<file path="config.mk">
export PLATFORM = sky130hd
export DESIGN_NAME = humidity_fan_controller_core
export DESIGN_NICKNAME = d
export VERILOG_FILES = /design/src/rtl/core/hfc_pkg.sv /design/src/rtl/core/hfc_cfg.sv /design/src/rtl/core/hfc_front.sv /design/src/rtl/core/hfc_back.sv /design/src/rtl/core/humidity_fan_controller_core.sv
export SDC_FILE = /design/constraint.sdc
export NUM_CORES = 1
export LEC_CHECK = 0
export BUFFER_PORTS_ARGS = -buffer_cell sky130_fd_sc_hd__clkbuf_2
export CORE_ASPECT_RATIO = 1.2
export CORE_UTILIZATION = 40
export CTS_BUF_LIST = sky130_fd_sc_hd__clkbuf_8
export CTS_CLUSTER_SIZE = 30
export DETAILED_ROUTE_END_ITERATION = 7
export SLEW_MARGIN = 20
export SYNTH_ARGS = -nofsm -noshare
export SYNTH_HDL_FRONTEND = slang
export SYNTH_SLANG_ARGS = --single-unit
export TNS_END_PERCENT = 1
</file>
<file path="constraint.sdc">
create_clock -name clk -period 7 [get_ports clk]
set_input_delay 1.4 -clock clk [delete_from_list [all_inputs] [get_ports clk]]
set_output_delay 1.4 -clock clk [all_outputs]
set_load 0.05 [all_outputs]
</file>
<file path="src/rtl/core/hfc_pkg.sv">
package hfc_pkg;

  localparam int unsigned HUM_W  = 10;
  localparam int unsigned MIN_W  = 16;
  localparam int unsigned SUB_W  = 6;
  localparam int unsigned CIDX_W = 3;

  localparam logic [SUB_W-1:0] SUB_LAST = 6'd59;

  localparam logic [2:0] PROCESS_PERIOD_S = 3'd5;

  localparam logic [1:0] OP_TICK = 2'd0;
  localparam logic [1:0] OP_READ = 2'd1;
  localparam logic [1:0] OP_MODE = 2'd2;

  localparam logic [1:0] MODE_OFF  = 2'd0;
  localparam logic [1:0] MODE_ON   = 2'd1;
  localparam logic [1:0] MODE_AUTO = 2'd2;

  localparam logic [CIDX_W-1:0] CFG_TARGET  = 3'd0;
  localparam logic [CIDX_W-1:0] CFG_BAND    = 3'd1;
  localparam logic [CIDX_W-1:0] CFG_MIN_ON  = 3'd2;
  localparam logic [CIDX_W-1:0] CFG_MAX_ON  = 3'd3;
  localparam logic [CIDX_W-1:0] CFG_MIN_OFF = 3'd4;
  localparam logic [CIDX_W-1:0] CFG_MAX_OFF = 3'd5;
  localparam logic [CIDX_W-1:0] CFG_FORCE   = 3'd6;

  typedef enum logic [1:0] {
    KIND_TICK,
    KIND_READ,
    KIND_MODE,
    KIND_NONE
  } hfc_kind_t;

  typedef struct packed {
    hfc_kind_t        kind;
    logic [HUM_W-1:0] hum;
    logic [1:0]       mode;
  } hfc_item_t;

  typedef struct packed {
    logic [HUM_W-1:0] target;
    logic [HUM_W-1:0] band;
    logic [MIN_W-1:0] min_on;
    logic [MIN_W-1:0] max_on;
    logic [MIN_W-1:0] min_off;
    logic [MIN_W-1:0] max_off;
    logic [MIN_W-1:0] force_to;
  } hfc_cfg_t;

  typedef struct packed {
    logic [1:0]       mode;
    logic [MIN_W-1:0] mode_min;
    logic [SUB_W-1:0] mode_sub;
    logic             fan;
    logic [MIN_W-1:0] fan_min;
    logic [SUB_W-1:0] fan_sub;
    logic             relay;
    logic             recheck;
  } hfc_st_t;

  function automatic hfc_st_t hfc_set_fan(hfc_st_t s, logic on);
    hfc_st_t r;
    r = s;
    if (on != r.fan) begin
      r.fan     = on;
      r.fan_min = '0;
      r.fan_sub = '0;
    end
    return r;
  endfunction

  // one control pass; minutes are whole elapsed minutes, saturated
  function automatic hfc_st_t hfc_pass(hfc_st_t s, logic respect_min, hfc_cfg_t c,
                                       logic wet, logic dry);
    hfc_st_t r;
    logic    hold;
    logic    min_ok;
    r    = s;
    hold = 1'b0;
    min_ok = 1'b0;
    if (r.mode != MODE_AUTO) begin
      r = hfc_set_fan(r, r.mode == MODE_ON);
      if (r.mode_min >= c.force_to) begin
        r.mode     = MODE_AUTO;
        r.mode_min = '0;
        r.mode_sub = '0;
        r.recheck  = 1'b1;
      end
    end
    if (r.mode == MODE_AUTO) begin
      if (r.fan) begin
        min_ok = r.fan_min >= c.min_on;
        if (c.max_on != '0 && r.fan_min >= c.max_on) r = hfc_set_fan(r, 1'b0);
        if (respect_min && !min_ok) hold = 1'b1;
        else if (dry) r = hfc_set_fan(r, 1'b0);
      end else begin
        min_ok = r.fan_min >= c.min_off;
        if (c.max_off != '0 && r.fan_min >= c.max_off) r = hfc_set_fan(r, 1'b1);
        if (respect_min && !min_ok) hold = 1'b1;
        else if (wet) r = hfc_set_fan(r, 1'b1);
      end
    end
    if (!hold) r.relay = r.fan;
    return r;
  endfunction

endpackage

</file>
<file path="src/rtl/core/hfc_cfg.sv">
module hfc_cfg (
  input  logic                         clk,
  input  logic                         rst_n,
  input  logic                         wr_en,
  input  logic [hfc_pkg::CIDX_W-1:0]   wr_idx,
  input  logic [hfc_pkg::MIN_W-1:0]    wr_data,
  output hfc_pkg::hfc_cfg_t            cfg
);
  import hfc_pkg::*;

  hfc_cfg_t cfg_r;

  always_ff @(posedge clk) begin
    if (!rst_n) begin
      cfg_r.target   <= 10'd600;
      cfg_r.band     <= 10'd100;
      cfg_r.min_on   <= '0;
      cfg_r.max_on   <= '0;
      cfg_r.min_off  <= '0;
      cfg_r.max_off  <= '0;
      cfg_r.force_to <= 16'd60;
    end else if (wr_en) begin
      case (wr_idx)
        CFG_TARGET:  cfg_r.target   <= wr_data[HUM_W-1:0];
        CFG_BAND:    cfg_r.band     <= wr_data[HUM_W-1:0];
        CFG_MIN_ON:  cfg_r.min_on   <= wr_data;
        CFG_MAX_ON:  cfg_r.max_on   <= wr_data;
        CFG_MIN_OFF: cfg_r.min_off  <= wr_data;
        CFG_MAX_OFF: cfg_r.max_off  <= wr_data;
        CFG_FORCE:   cfg_r.force_to <= wr_data;
        default: ;
      endcase
    end
  end

  assign cfg = cfg_r;

endmodule

</file>
<file path="src/rtl/core/hfc_front.sv">
module hfc_front (
  input  logic                 clk,
  input  logic                 rst_n,
  input  logic                 in_valid,
  output logic                 in_ready,
  input  logic [1:0]           in_op,
  input  logic [hfc_pkg::HUM_W-1:0] in_hum,
  input  logic [1:0]           in_mode,
  output logic                 q_valid,
  input  logic                 q_ready,
  output hfc_pkg::hfc_item_t   q_item
);
  import hfc_pkg::*;

  hfc_item_t  mem_r [2];
  logic       wr_ptr_r, rd_ptr_r;
  logic [1:0] count_r;
  hfc_item_t  dec;
  logic       push, pop;

  // classify the beat
  always_comb begin
    dec.hum  = in_hum;
    dec.mode = in_mode;
    case (in_op)
      OP_TICK: dec.kind = KIND_TICK;
      OP_READ: dec.kind = KIND_READ;
      OP_MODE: dec.kind = (in_mode == MODE_OFF || in_mode == MODE_ON ||
                           in_mode == MODE_AUTO) ? KIND_MODE : KIND_NONE;
      default: dec.kind = KIND_NONE;
    endcase
  end

  assign in_ready = (count_r != 2'd2);
  assign push     = in_valid && in_ready;
  assign q_valid  = (count_r != 2'd0);
  assign pop      = q_valid && q_ready;
  assign q_item   = mem_r[rd_ptr_r];

  always_ff @(posedge clk) begin
    if (push) mem_r[wr_ptr_r] <= dec;
  end

  always_ff @(posedge clk) begin
    if (!rst_n) begin
      wr_ptr_r <= 1'b0;
      rd_ptr_r <= 1'b0;
      count_r  <= 2'd0;
    end else begin
      if (push) wr_ptr_r <= ~wr_ptr_r;
      if (pop)  rd_ptr_r <= ~rd_ptr_r;
      case ({push, pop})
        2'b10:   count_r <= count_r + 2'd1;
        2'b01:   count_r <= count_r - 2'd1;
        default: count_r <= count_r;
      endcase
    end
  end

  a_no_overfill: assert property (@(posedge clk) disable iff (!rst_n)
    count_r != 2'd3) else $error("queue occupancy out of range");

endmodule

</file>
<file path="src/rtl/core/hfc_back.sv">
module hfc_back (
  input  logic               clk,
  input  logic               rst_n,
  input  hfc_pkg::hfc_cfg_t  cfg,
  input  logic               q_valid,
  output logic               q_ready,
  input  hfc_pkg::hfc_item_t q_item,
  output logic               out_valid,
  input  logic               out_ready,
  output logic [7:0]         out_data
);
  import hfc_pkg::*;

  hfc_st_t          st_r, st_nxt, st_inc;
  logic [HUM_W-1:0] hum_r, hum_nxt;
  logic             seen_r, seen_nxt;
  logic [2:0]       pc_r, pc_nxt;
  logic             out_valid_r;
  logic [7:0]       out_data_r;
  logic             pop, wet, dry;
  logic [11:0]      h2, t2, t2_hi, h2_lo;

  assign q_ready = !out_valid_r || out_ready;
  assign pop     = q_valid && q_ready;

  always_comb begin
    hum_nxt  = (q_item.kind == KIND_READ) ? q_item.hum : hum_r;
    seen_nxt = seen_r || (q_item.kind == KIND_READ);
    h2    = {1'b0, hum_nxt, 1'b0};
    t2    = {1'b0, cfg.target, 1'b0};
    t2_hi = t2 + {2'b00, cfg.band};
    h2_lo = h2 + {2'b00, cfg.band};
    wet   = seen_nxt && (h2 > t2_hi);
    dry   = seen_nxt && (h2_lo <= t2);

    st_inc = st_r;
    if (st_inc.mode_min != '1) begin
      if (st_inc.mode_sub == SUB_LAST) begin
        st_inc.mode_sub = '0;
        st_inc.mode_min = st_inc.mode_min + 16'd1;
      end else st_inc.mode_sub = st_inc.mode_sub + 6'd1;
    end
    if (st_inc.fan_min != '1) begin
      if (st_inc.fan_sub == SUB_LAST) begin
        st_inc.fan_sub = '0;
        st_inc.fan_min = st_inc.fan_min + 16'd1;
      end else st_inc.fan_sub = st_inc.fan_sub + 6'd1;
    end

    st_nxt = st_r;
    pc_nxt = pc_r;
    case (q_item.kind)
      KIND_TICK: begin
        st_nxt = st_inc;
        if (st_nxt.recheck) begin
          st_nxt.recheck = 1'b0;
          st_nxt = hfc_pass(st_nxt, 1'b0, cfg, wet, dry);
        end
        pc_nxt = pc_r + 3'd1;
        if (pc_nxt >= PROCESS_PERIOD_S) begin
          pc_nxt = '0;
          st_nxt = hfc_pass(st_nxt, 1'b1, cfg, wet, dry);
        end
      end
      KIND_READ: begin
        if (!seen_r) st_nxt = hfc_pass(st_r, 1'b0, cfg, wet, dry);
      end
      KIND_MODE: begin
        if (q_item.mode != st_r.mode) begin
          st_nxt.mode     = q_item.mode;
          st_nxt.mode_min = '0;
          st_nxt.mode_sub = '0;
          st_nxt = hfc_pass(st_nxt, 1'b0, cfg, wet, dry);
        end
      end
      default: ;
    endcase
  end

  always_ff @(posedge clk) begin
    if (!rst_n) begin
      st_r        <= '{mode: MODE_AUTO, default: '0};
      hum_r       <= '0;
      seen_r      <= 1'b0;
      pc_r        <= '0;
      out_valid_r <= 1'b0;
    end else begin
      if (pop) begin
        st_r   <= st_nxt;
        hum_r  <= hum_nxt;
        seen_r <= seen_nxt;
        pc_r   <= pc_nxt;
      end
      if (pop) out_valid_r <= 1'b1;
      else if (out_ready) out_valid_r <= 1'b0;
    end
  end

  always_ff @(posedge clk) begin
    if (pop) out_data_r <= {3'b000, seen_nxt, st_nxt.mode, st_nxt.fan, st_nxt.relay};
  end

  assign out_valid = out_valid_r;
  assign out_data  = out_data_r;

  a_forced_fan: assert property (@(posedge clk) disable iff (!rst_n)
    st_r.mode != MODE_AUTO |-> st_r.fan == (st_r.mode == MODE_ON))
    else $error("forced mode with mismatched fan decision");

  a_forced_relay: assert property (@(posedge clk) disable iff (!rst_n)
    st_r.mode != MODE_AUTO |-> st_r.relay == st_r.fan)
    else $error("forced mode with relay not following fan");

  a_sub_range: assert property (@(posedge clk) disable iff (!rst_n)
    st_r.fan_sub <= SUB_LAST && st_r.mode_sub <= SUB_LAST)
    else $error("seconds-in-minute counter out of range");

endmodule

</file>
<file path="src/rtl/core/humidity_fan_controller_core.sv">
// Fan relay controller: every accepted input beat (tick, humidity reading or mode
// command) yields exactly one result beat with relay drive, fan decision, mode and
// reading-seen flag. One beat per cycle is sustained while the output is not stalled;
// a result passes from the two-entry front queue through the state update of the
// back end, which fills the output register.
// Configuration writes are always ready and must only be issued while idle.
module humidity_fan_controller_core (
  input  logic        clk,
  input  logic        rst_n,
  input  logic        in_tvalid,
  output logic        in_tready,
  input  logic [15:0] in_tdata,   // humidity_reading[9:0], new_mode[11:10], zero[15:12]
  input  logic [1:0]  in_tuser,   // op[1:0]
  output logic        out_tvalid,
  input  logic        out_tready,
  output logic [7:0]  out_tdata,  // relay_on[0], fan_state[1], current_mode[3:2],
                                  // humidity_valid[4], zero[7:5]
  input  logic        cfg_valid,
  output logic        cfg_ready,
  input  logic [2:0]  cfg_index,
  input  logic [15:0] cfg_data
);
  import hfc_pkg::*;

  hfc_cfg_t  cfg;
  hfc_item_t q_item;
  logic      q_valid, q_ready;

  assign cfg_ready = 1'b1;

  hfc_cfg u_cfg (
    .clk     (clk),
    .rst_n   (rst_n),
    .wr_en   (cfg_valid),
    .wr_idx  (cfg_index),
    .wr_data (cfg_data),
    .cfg     (cfg)
  );

  hfc_front u_front (
    .clk      (clk),
    .rst_n    (rst_n),
    .in_valid (in_tvalid),
    .in_ready (in_tready),
    .in_op    (in_tuser),
    .in_hum   (in_tdata[9:0]),
    .in_mode  (in_tdata[11:10]),
    .q_valid  (q_valid),
    .q_ready  (q_ready),
    .q_item   (q_item)
  );

  hfc_back u_back (
    .clk       (clk),
    .rst_n     (rst_n),
    .cfg       (cfg),
    .q_valid   (q_valid),
    .q_ready   (q_ready),
    .q_item    (q_item),
    .out_valid (out_tvalid),
    .out_ready (out_tready),
    .out_data  (out_tdata)
  );

endmodule

</file>
==> results.py, run 1 <==
metrics = {
    "run_status": {
        "status": "complete, no violations",
    },
    "synthesis": {
        "synthArstFlopShare_pct": 0,
        "synth_cells": 1915,
        "synth_top_area_share_pct": 21.40,
        "yosysWarnings": 0,
        "synth.avg_cell_area_um2": 8.254,
        "ys_types": 86,
        "synth_area_um2": 15810,
        "yosys_register_bits": 202,
        "synth_flop_cell": "dfxtp_1",
        "ys_seq_area_share_pct": 27.67,
        "synth_area_leaders": "dfxtp_1, ha_1, nand2_1",
        "synth_edf_count": 33,
        "yosys.area.top_type": "dfxtp_1",
    },
    "detailed_routing": {
        "routed_wl_um": 46010,
        "drt-wirelength-per-cell_um": 17.51,
        "post_drt_via_cell_ratio": 5.444,
        "first_iter_violations": 679,
        "via_count": 14310,
        "first_pass_iters": 5,
        "antenna_left": 0,
        "drc": 0,
    },
    "floorplanning": {
        "die_w_um": 183.5,
        "die_h_um": 219.8,
        "fp.dieArea_um2": 40320,
        "ioPinCount": 53,
        "core_area_um2": 38850,
        "start_util_pct": 40.69,
        "num_rows": 79,
    },
    "worst_setup_path": {
        "rr_endpoint": "u_back.out_data[0]$_DFFE_PP_",
        "crit_path_start": "u_front.mem_r[1][13]$_DFFE_PP_",
        "slowest_delay_ps": 400,
        "crit_path_end": "u_back.out_data[0]$_DFFE_PP_",
        "crit_type": "flop to flop",
        "r2r-start": "u_front.mem_r[1][13]$_DFFE_PP_",
        "endpoint_kind": "flop",
        "startpoint_type": "flop",
        "cp_max_fo": 6,
        "rr_worst_depth": 34,
        "worst_path_most_repeated_cell": "a21oi_2",
        "crit_arrival_ps": 7270,
        "crit_required_ps": 7320,
        "rrSetupSlack_ps": 40,
        "critical_path.slowest_cell": "a2111o_1",
    },
    "clocking": {
        "cts-root-buf": "clkbuf_8",
        "htree_levels": 2,
        "insertion_delay_ps": 580,
        "numCtsBuffers": 36,
        "cts_tree": "built",
        "cts_sinks": 202,
        "clk_path_buf_depth": 3,
        "path_clk_slew_ps": 60,
    },
    "timing": {
        "fin_ws_ps": 43.83,
        "report.final.slew_viol_count": 0,
        "finalClockSkew_ps": 60.95,
        "setup_violations": 0,
        "fmaxAchievable_ghz": 0.1438,
        "tightest_slew_ps": 866.8,
        "fin_hold_ws_ps": 466.1,
        "hold_viol_final": 0,
        "fin_crit_sh_pct": 99.37,
        "slew_headroom_pct": 42.07,
        "rsz0062_at_grt": "yes",
        "finalSetupTns_ps": 0,
        "period_needed_ps": 6956,
    },
    "power_and_ir_drop": {
        "ir_drop_mv": 0.2474,
        "p_per_area_nw_per_um2": 219.1,
        "power_leakage_nw": 8.107,
        "power.total_mw": 4.112,
    },
    "finish": {
        "multiInputGateArea_um2": 11240,
        "register_area_um2": 4377,
        "drive_gt1_share_pct": 16.23,
        "fill_cells": 3712,
        "layout.nets": 2373,
        "fin_cells": 2628,
        "synthToLayoutAreaGrowth_pct": 18.77,
    },
    "placement": {
        "place_inst": 2548,
        "dp_hpwl_um": 35020,
        "gp_congestion": 0.9195,
        "pre_cts_ws_ps": -558.3,
        "portBuffers": 44,
    },
    "run": {
        "drv_cap": 0,
    },
    "global_routing": {
        "grt_pass1_wl_um": 73110,
        "globalRouteTotalUtil_pct": 22.97,
        "overflow": 0,
        "grt_pass1_vias": 14160,
        "antenna_found_initial": 1,
        "grt_max_degree": 124,
    },
    "worst_hold_path": {
        "hp-class": "flop to flop",
        "hold_depth": 2,
    },
}
## state kept, by name, indices dropped and copies added (netlist names), 2 cells and up, named ones only
register         cells
u_back.out_data      5
u_back.st_r         44
u_back.pc_r          3
u_back.st_inc        5
u_cfg.cfg          100
u_front.mem_r       28
u_back.hum_r        10
u_front.count_r      2
## through the flow
step	utilization, %	instance area, um2
2_1_floorplan	-	15810
3_3_place_gp	44.76	17390
3_5_place_dp	44.77	17390
4_1_cts	47.26	18360
5_1_grt	48.33	18770
6_report	48.33	18770
## logic make-up after synthesis
family,share of synthesized area [%]
DFF,27.67
adders and majority gates,20.36
muxes,1.441
other,0.04751
xor gates and xnor gates,2.826
and+or+nand+nor,21.62
AOI/OAI and AO/OA,21.76
buffers and inverters,4.274
## cells in the mapped netlist (14+ instances only)
cell type  number
nand2_1       308
ha_1          254
dfxtp_1       169
nor2_1        134
inv_1         103
a21boi_0       95
a21oi_1        95
o21ai_0        66
clkbuf_1       53
nor2b_1        45
and2_1         43
nand4_1        41
a21o_1         39
nand3_1        34
edfxtp_1       33
nand2b_1       28
xnor2_1        26
xor2_1         25
nor4_1         23
a211oi_1       21
o21a_1         21
nor3_1         20
o211ai_1       19
a22oi_1        16
mux2i_1        16
and4_1         14
## report_power, final
part           total (mW)  internal, mW  switching [mW]
logic                1.60         0.639           0.957
registers            1.35          1.29          0.0681
clock network        1.16         0.631           0.532
## routing by layer
layer	part of all wire (%)	track usage [%]
met5	0	0
met4	4.7	11.44
met3	3.3	3.008
met2	50	41.93
met1	42	26.10
## worst min-delay path by stage
stage | from | to | slack, ps
final | u_cfg.cfg[47]$_SDFFE_PN0P_ | u_cfg.cfg[47]$_SDFFE_PN0P_ | 470
after global routing | u_cfg.cfg[33]$_SDFFE_PN0P_ | u_cfg.cfg[33]$_SDFFE_PN0P_ | 480
after CTS | u_cfg.cfg[70]$_SDFFE_PN0P_ | u_cfg.cfg[70]$_SDFFE_PN0P_ | 470
after detailed placement | u_cfg.cfg[70]$_SDFFE_PN0P_ | u_cfg.cfg[70]$_SDFFE_PN0P_ | 460
after global placement | u_cfg.cfg[34]$_SDFFE_PN0P_ | u_cfg.cfg[34]$_SDFFE_PN0P_ | 460
after floorplan | u_cfg.cfg[78]$_SDFFE_PN0P_ | u_cfg.cfg[78]$_SDFFE_PN0P_ | 440
## cell usage in the layout (no fill, tap or decap), types with 8 or more instances in the layout
cell type / netlist / routed
inv_1: 103 / 114
mux2i_1: 16 / 15
a211oi_1: 21 / 21
o211a_1: 11 / 11
o21ai_1: 6 / 17
clkbuf_2: 0 / 43
and3_1: 11 / 11
clkbuf_8: 0 / 46
buf_4: 5 / 133
xor2_1: 25 / 24
nor2_1: 134 / 107
nand2b_1: 28 / 25
edfxtp_1: 33 / 33
nor2b_1: 45 / 44
nand3_1: 34 / 34
a21o_1: 39 / 39
nor2_4: 0 / 13
and4_1: 14 / 14
a22oi_1: 16 / 16
and2_1: 43 / 43
o21ai_0: 66 / 52
xnor2_1: 26 / 25
a21oi_1: 95 / 82
dfxtp_1: 169 / 167
nor4_1: 23 / 20
a21boi_0: 95 / 95
o21a_1: 21 / 21
ha_1: 254 / 246
o211ai_1: 19 / 19
nand4_1: 41 / 41
or3_1: 8 / 8
nand2_1: 308 / 307
a21oi_2: 2 / 13
nor2_2: 0 / 14
nor3_1: 20 / 19
## cell type report
type                    instances  share of cell area (%)
multi-input cells            1545                   59.85
flip-flops and latches        202                   23.31
repair buffers                186                   7.245
well taps                     526                   3.506
clock buffers                  46                   3.372
inverters                     104                   2.079
clock inverters                18                  0.6198
diodes                          1                 0.01333
## critical path, delay by kind of cell (launching register included)
kind	cells	cell delay, ps
compound gates	18	3280
fa+ha+maj	4	1100
buf+inv	4	630
mux	1	300
simple gates	6	910
xor+xnor	1	100
flops	1	380
## repair_timing
action,in CTS,in global routing
setup endpoints to repair,26,26
hold buffers,0,0
gates cloned,1,0
buffers inserted,8,7
gates resized for setup,44,77
pin swaps,8,44
(Power assumes the default switching activity.)
==> run 2, diff against run 1 <==
CORE_MARGIN = 2   (was unset)
CORE_UTILIZATION = 30   (was 40)
==> run 2 against run 1 <==
Critical path depth increased by 1. Register-to-register slack improved by 80 ps. Clock-buffer cell count decreased by 3. Final area about the same. Global-route usage decreased by 5.9 points. Via count increased by 0.43%. Critical endpoint unchanged. Largest power group unchanged.
==> results.py, run 2 (synthesized netlist as in run 1, its figures left out) <==
metrics = {
    "finish": {
        "largest_register_ffs": 100,
        "mostFrequentLayoutCells": "nand2_1, ha_1, dfxtp_1",
        "final_area_um2": 18790,
        "drive_gt1_share_pct": 15.43,
        "layout_commonest_cell": "nand2_1",
        "layout.nets": 2368,
        "synthToLayoutAreaGrowth_pct": 18.88,
    },
    "global_routing": {
        "met3_usage_pct": 2.421,
        "met2_usage_pct": 30.40,
        "grt_max_degree": 124,
        "globalRouteTotalUtil_pct": 17.06,
        "grt_pass1_wl_um": 74570,
        "globalRouteMet1Util_pct": 19.88,
        "grt.busiest_layer": "met2",
        "antenna_found_initial": 1,
        "overflow": 0,
        "grt_pass1_vias": 14500,
    },
    "worst_setup_path": {
        "endpoint_kind": "flop",
        "worst_path_most_repeated_cell": "buf_4",
        "slowest_delay_ps": 420,
        "crit_type": "flop to flop",
        "crit_required_ps": 7320,
        "startpoint_type": "flop",
        "cp_max_fo": 5,
        "critical_path.slowest_cell": "a221o_1",
        "crit_arrival_ps": 7200,
    },
    "timing": {
        "period_needed_ps": 6878,
        "setup_violations": 0,
        "rsz0062_at_grt": "yes",
        "report.final.slew_viol_count": 0,
        "fmaxAchievable_ghz": 0.1454,
        "slew_headroom_pct": 26.77,
        "finalClockSkew_ps": 16.44,
        "tightest_slew_ps": 1071,
        "hold_viol_final": 0,
        "finalSetupTns_ps": 0,
        "fin_crit_sh_pct": 98.25,
        "fin_ws_ps": 122.4,
    },
    "detailed_routing": {
        "drt-wirelength-per-cell_um": 16.70,
        "via_count": 14370,
        "first_iter_violations": 853,
        "post_drt_via_cell_ratio": 5.132,
        "routed_wl_um": 46760,
        "first_pass_iters": 5,
        "drc": 0,
        "antenna_left": 0,
    },
    "clocking": {
        "cts_tree": "built",
        "insertion_delay_ps": 570,
        "postCtsHoldBufs": 0,
        "numCtsBuffers": 37,
        "cts-root-buf": "clkbuf_8",
        "cts_sinks": 202,
        "clk_path_buf_depth": 3,
        "htree_levels": 2,
        "path_clk_slew_ps": 60,
    },
    "floorplanning": {
        "num_rows": 92,
        "ioPinCount": 53,
        "start_util_pct": 30.25,
        "fp.dieArea_um2": 54550,
        "core_area_um2": 52260,
        "die_h_um": 255.4,
        "die_w_um": 213.5,
    },
    "placement": {
        "gp_congestion": 0.8432,
        "pre_cts_ws_ps": -432.6,
        "dpl_cell_area_um2": 17600,
        "dp_hpwl_um": 36290,
        "portBuffers": 44,
    },
    "power_and_ir_drop": {
        "power_leakage_nw": 8.039,
        "p_sw_mw": 1.568,
        "p_comb_share_pct": 37.7,
        "p_per_area_nw_per_um2": 220.1,
        "intPower_mw": 2.568,
        "pwr-share-clk_pct": 29.7,
        "p_seq_share_pct": 32.6,
        "ir_drop_mv": 0.2602,
        "power.total_mw": 4.135,
        "p_sw_share_pct": 37.91,
    },
    "worst_hold_path": {
        "hp-class": "flop to flop",
    },
    "run": {
        "drv_cap": 0,
    },
    "run_status": {
        "status": "complete, no violations",
    },
}
==> run 2: layout make-up <==
type / count / area (um2)
Clock inverter: 20 / 183.9
Fill cell: 5428 / 33470
Tap cell: 705 / 882.1
Inverter: 104 / 390.4
Sequential cell: 202 / 4377
Clock buffer: 43 / 591.8
Antenna cell: 1 / 2.502
Multi-Input combinational cell: 1545 / 11080
Timing Repair Buffer: 180 / 1285
==> run 2: power by group through the flow <==
stage	clock, mW	combinational (mW)	sequential (mW)
final	1.23	1.56	1.35
after global routing	1.31	1.71	1.36
after CTS	1.26	1.48	1.35
after detailed placement	0	1.44	1.37
after global placement	0	1.41	1.37
after floorplan	0	0.913	1.41
==> run 2: metal layers <==
layer  share of wire (%)  wire length [um]  up-vias
met5                   0                 0        -
met4                 4.4              2070        0
met3                 3.9              1818      119
met2                  50             23370      292
met1                  42             19500     6735
li1                    -                 -     7223
==> run 2: path summary, 6_finish.rpt <==
check                                 endpoint  slack, ps                            from  depth (start not counted)
setup reg to reg  u_back.out_data[0]$_DFFE_PP_        120  u_front.mem_r[1][12]$_DFFE_PP_                         35
hold / removal      u_cfg.cfg[36]$_SDFFE_PN0P_        470      u_cfg.cfg[36]$_SDFFE_PN0P_                          2
setup / recovery  u_back.out_data[0]$_DFFE_PP_        120  u_front.mem_r[1][12]$_DFFE_PP_                         35
hold reg to reg     u_cfg.cfg[36]$_SDFFE_PN0P_        470      u_cfg.cfg[36]$_SDFFE_PN0P_                          2
==> run 2: metrics by stage <==
step / instances / utilization (%) / hold slack [ps]
global route: 2800 / 35.96 / 485.3
finish: 2800 / 35.96 / 465.1
global placement: 2725 / 33.67 / 454.4
detailed placement: 2725 / 33.68 / 462.0
floorplan: 1917 / - / 443.5
CTS: 2789 / 35.43 / 470.2
==> run 2: what timing repair did <==
item,4_1_cts,5_1_grt
setup endpoints to repair,26,26
pin swaps,8,26
endpoints found under the hold margin,0,0
cloned,0,1
gates resized for setup,36,56
setup buffers,1,9
==> run 2: critical path, delay by kind of cell, from the launching register on <==
kind	cells	cell delay [ps]
buffers and inverters	5	790
and+or+nand+nor	6	650
AOI/OAI and AO/OA	19	3490
adders and majority gates	3	930
muxes	1	300
xor gates and xnor gates	1	90
DFF	1	390
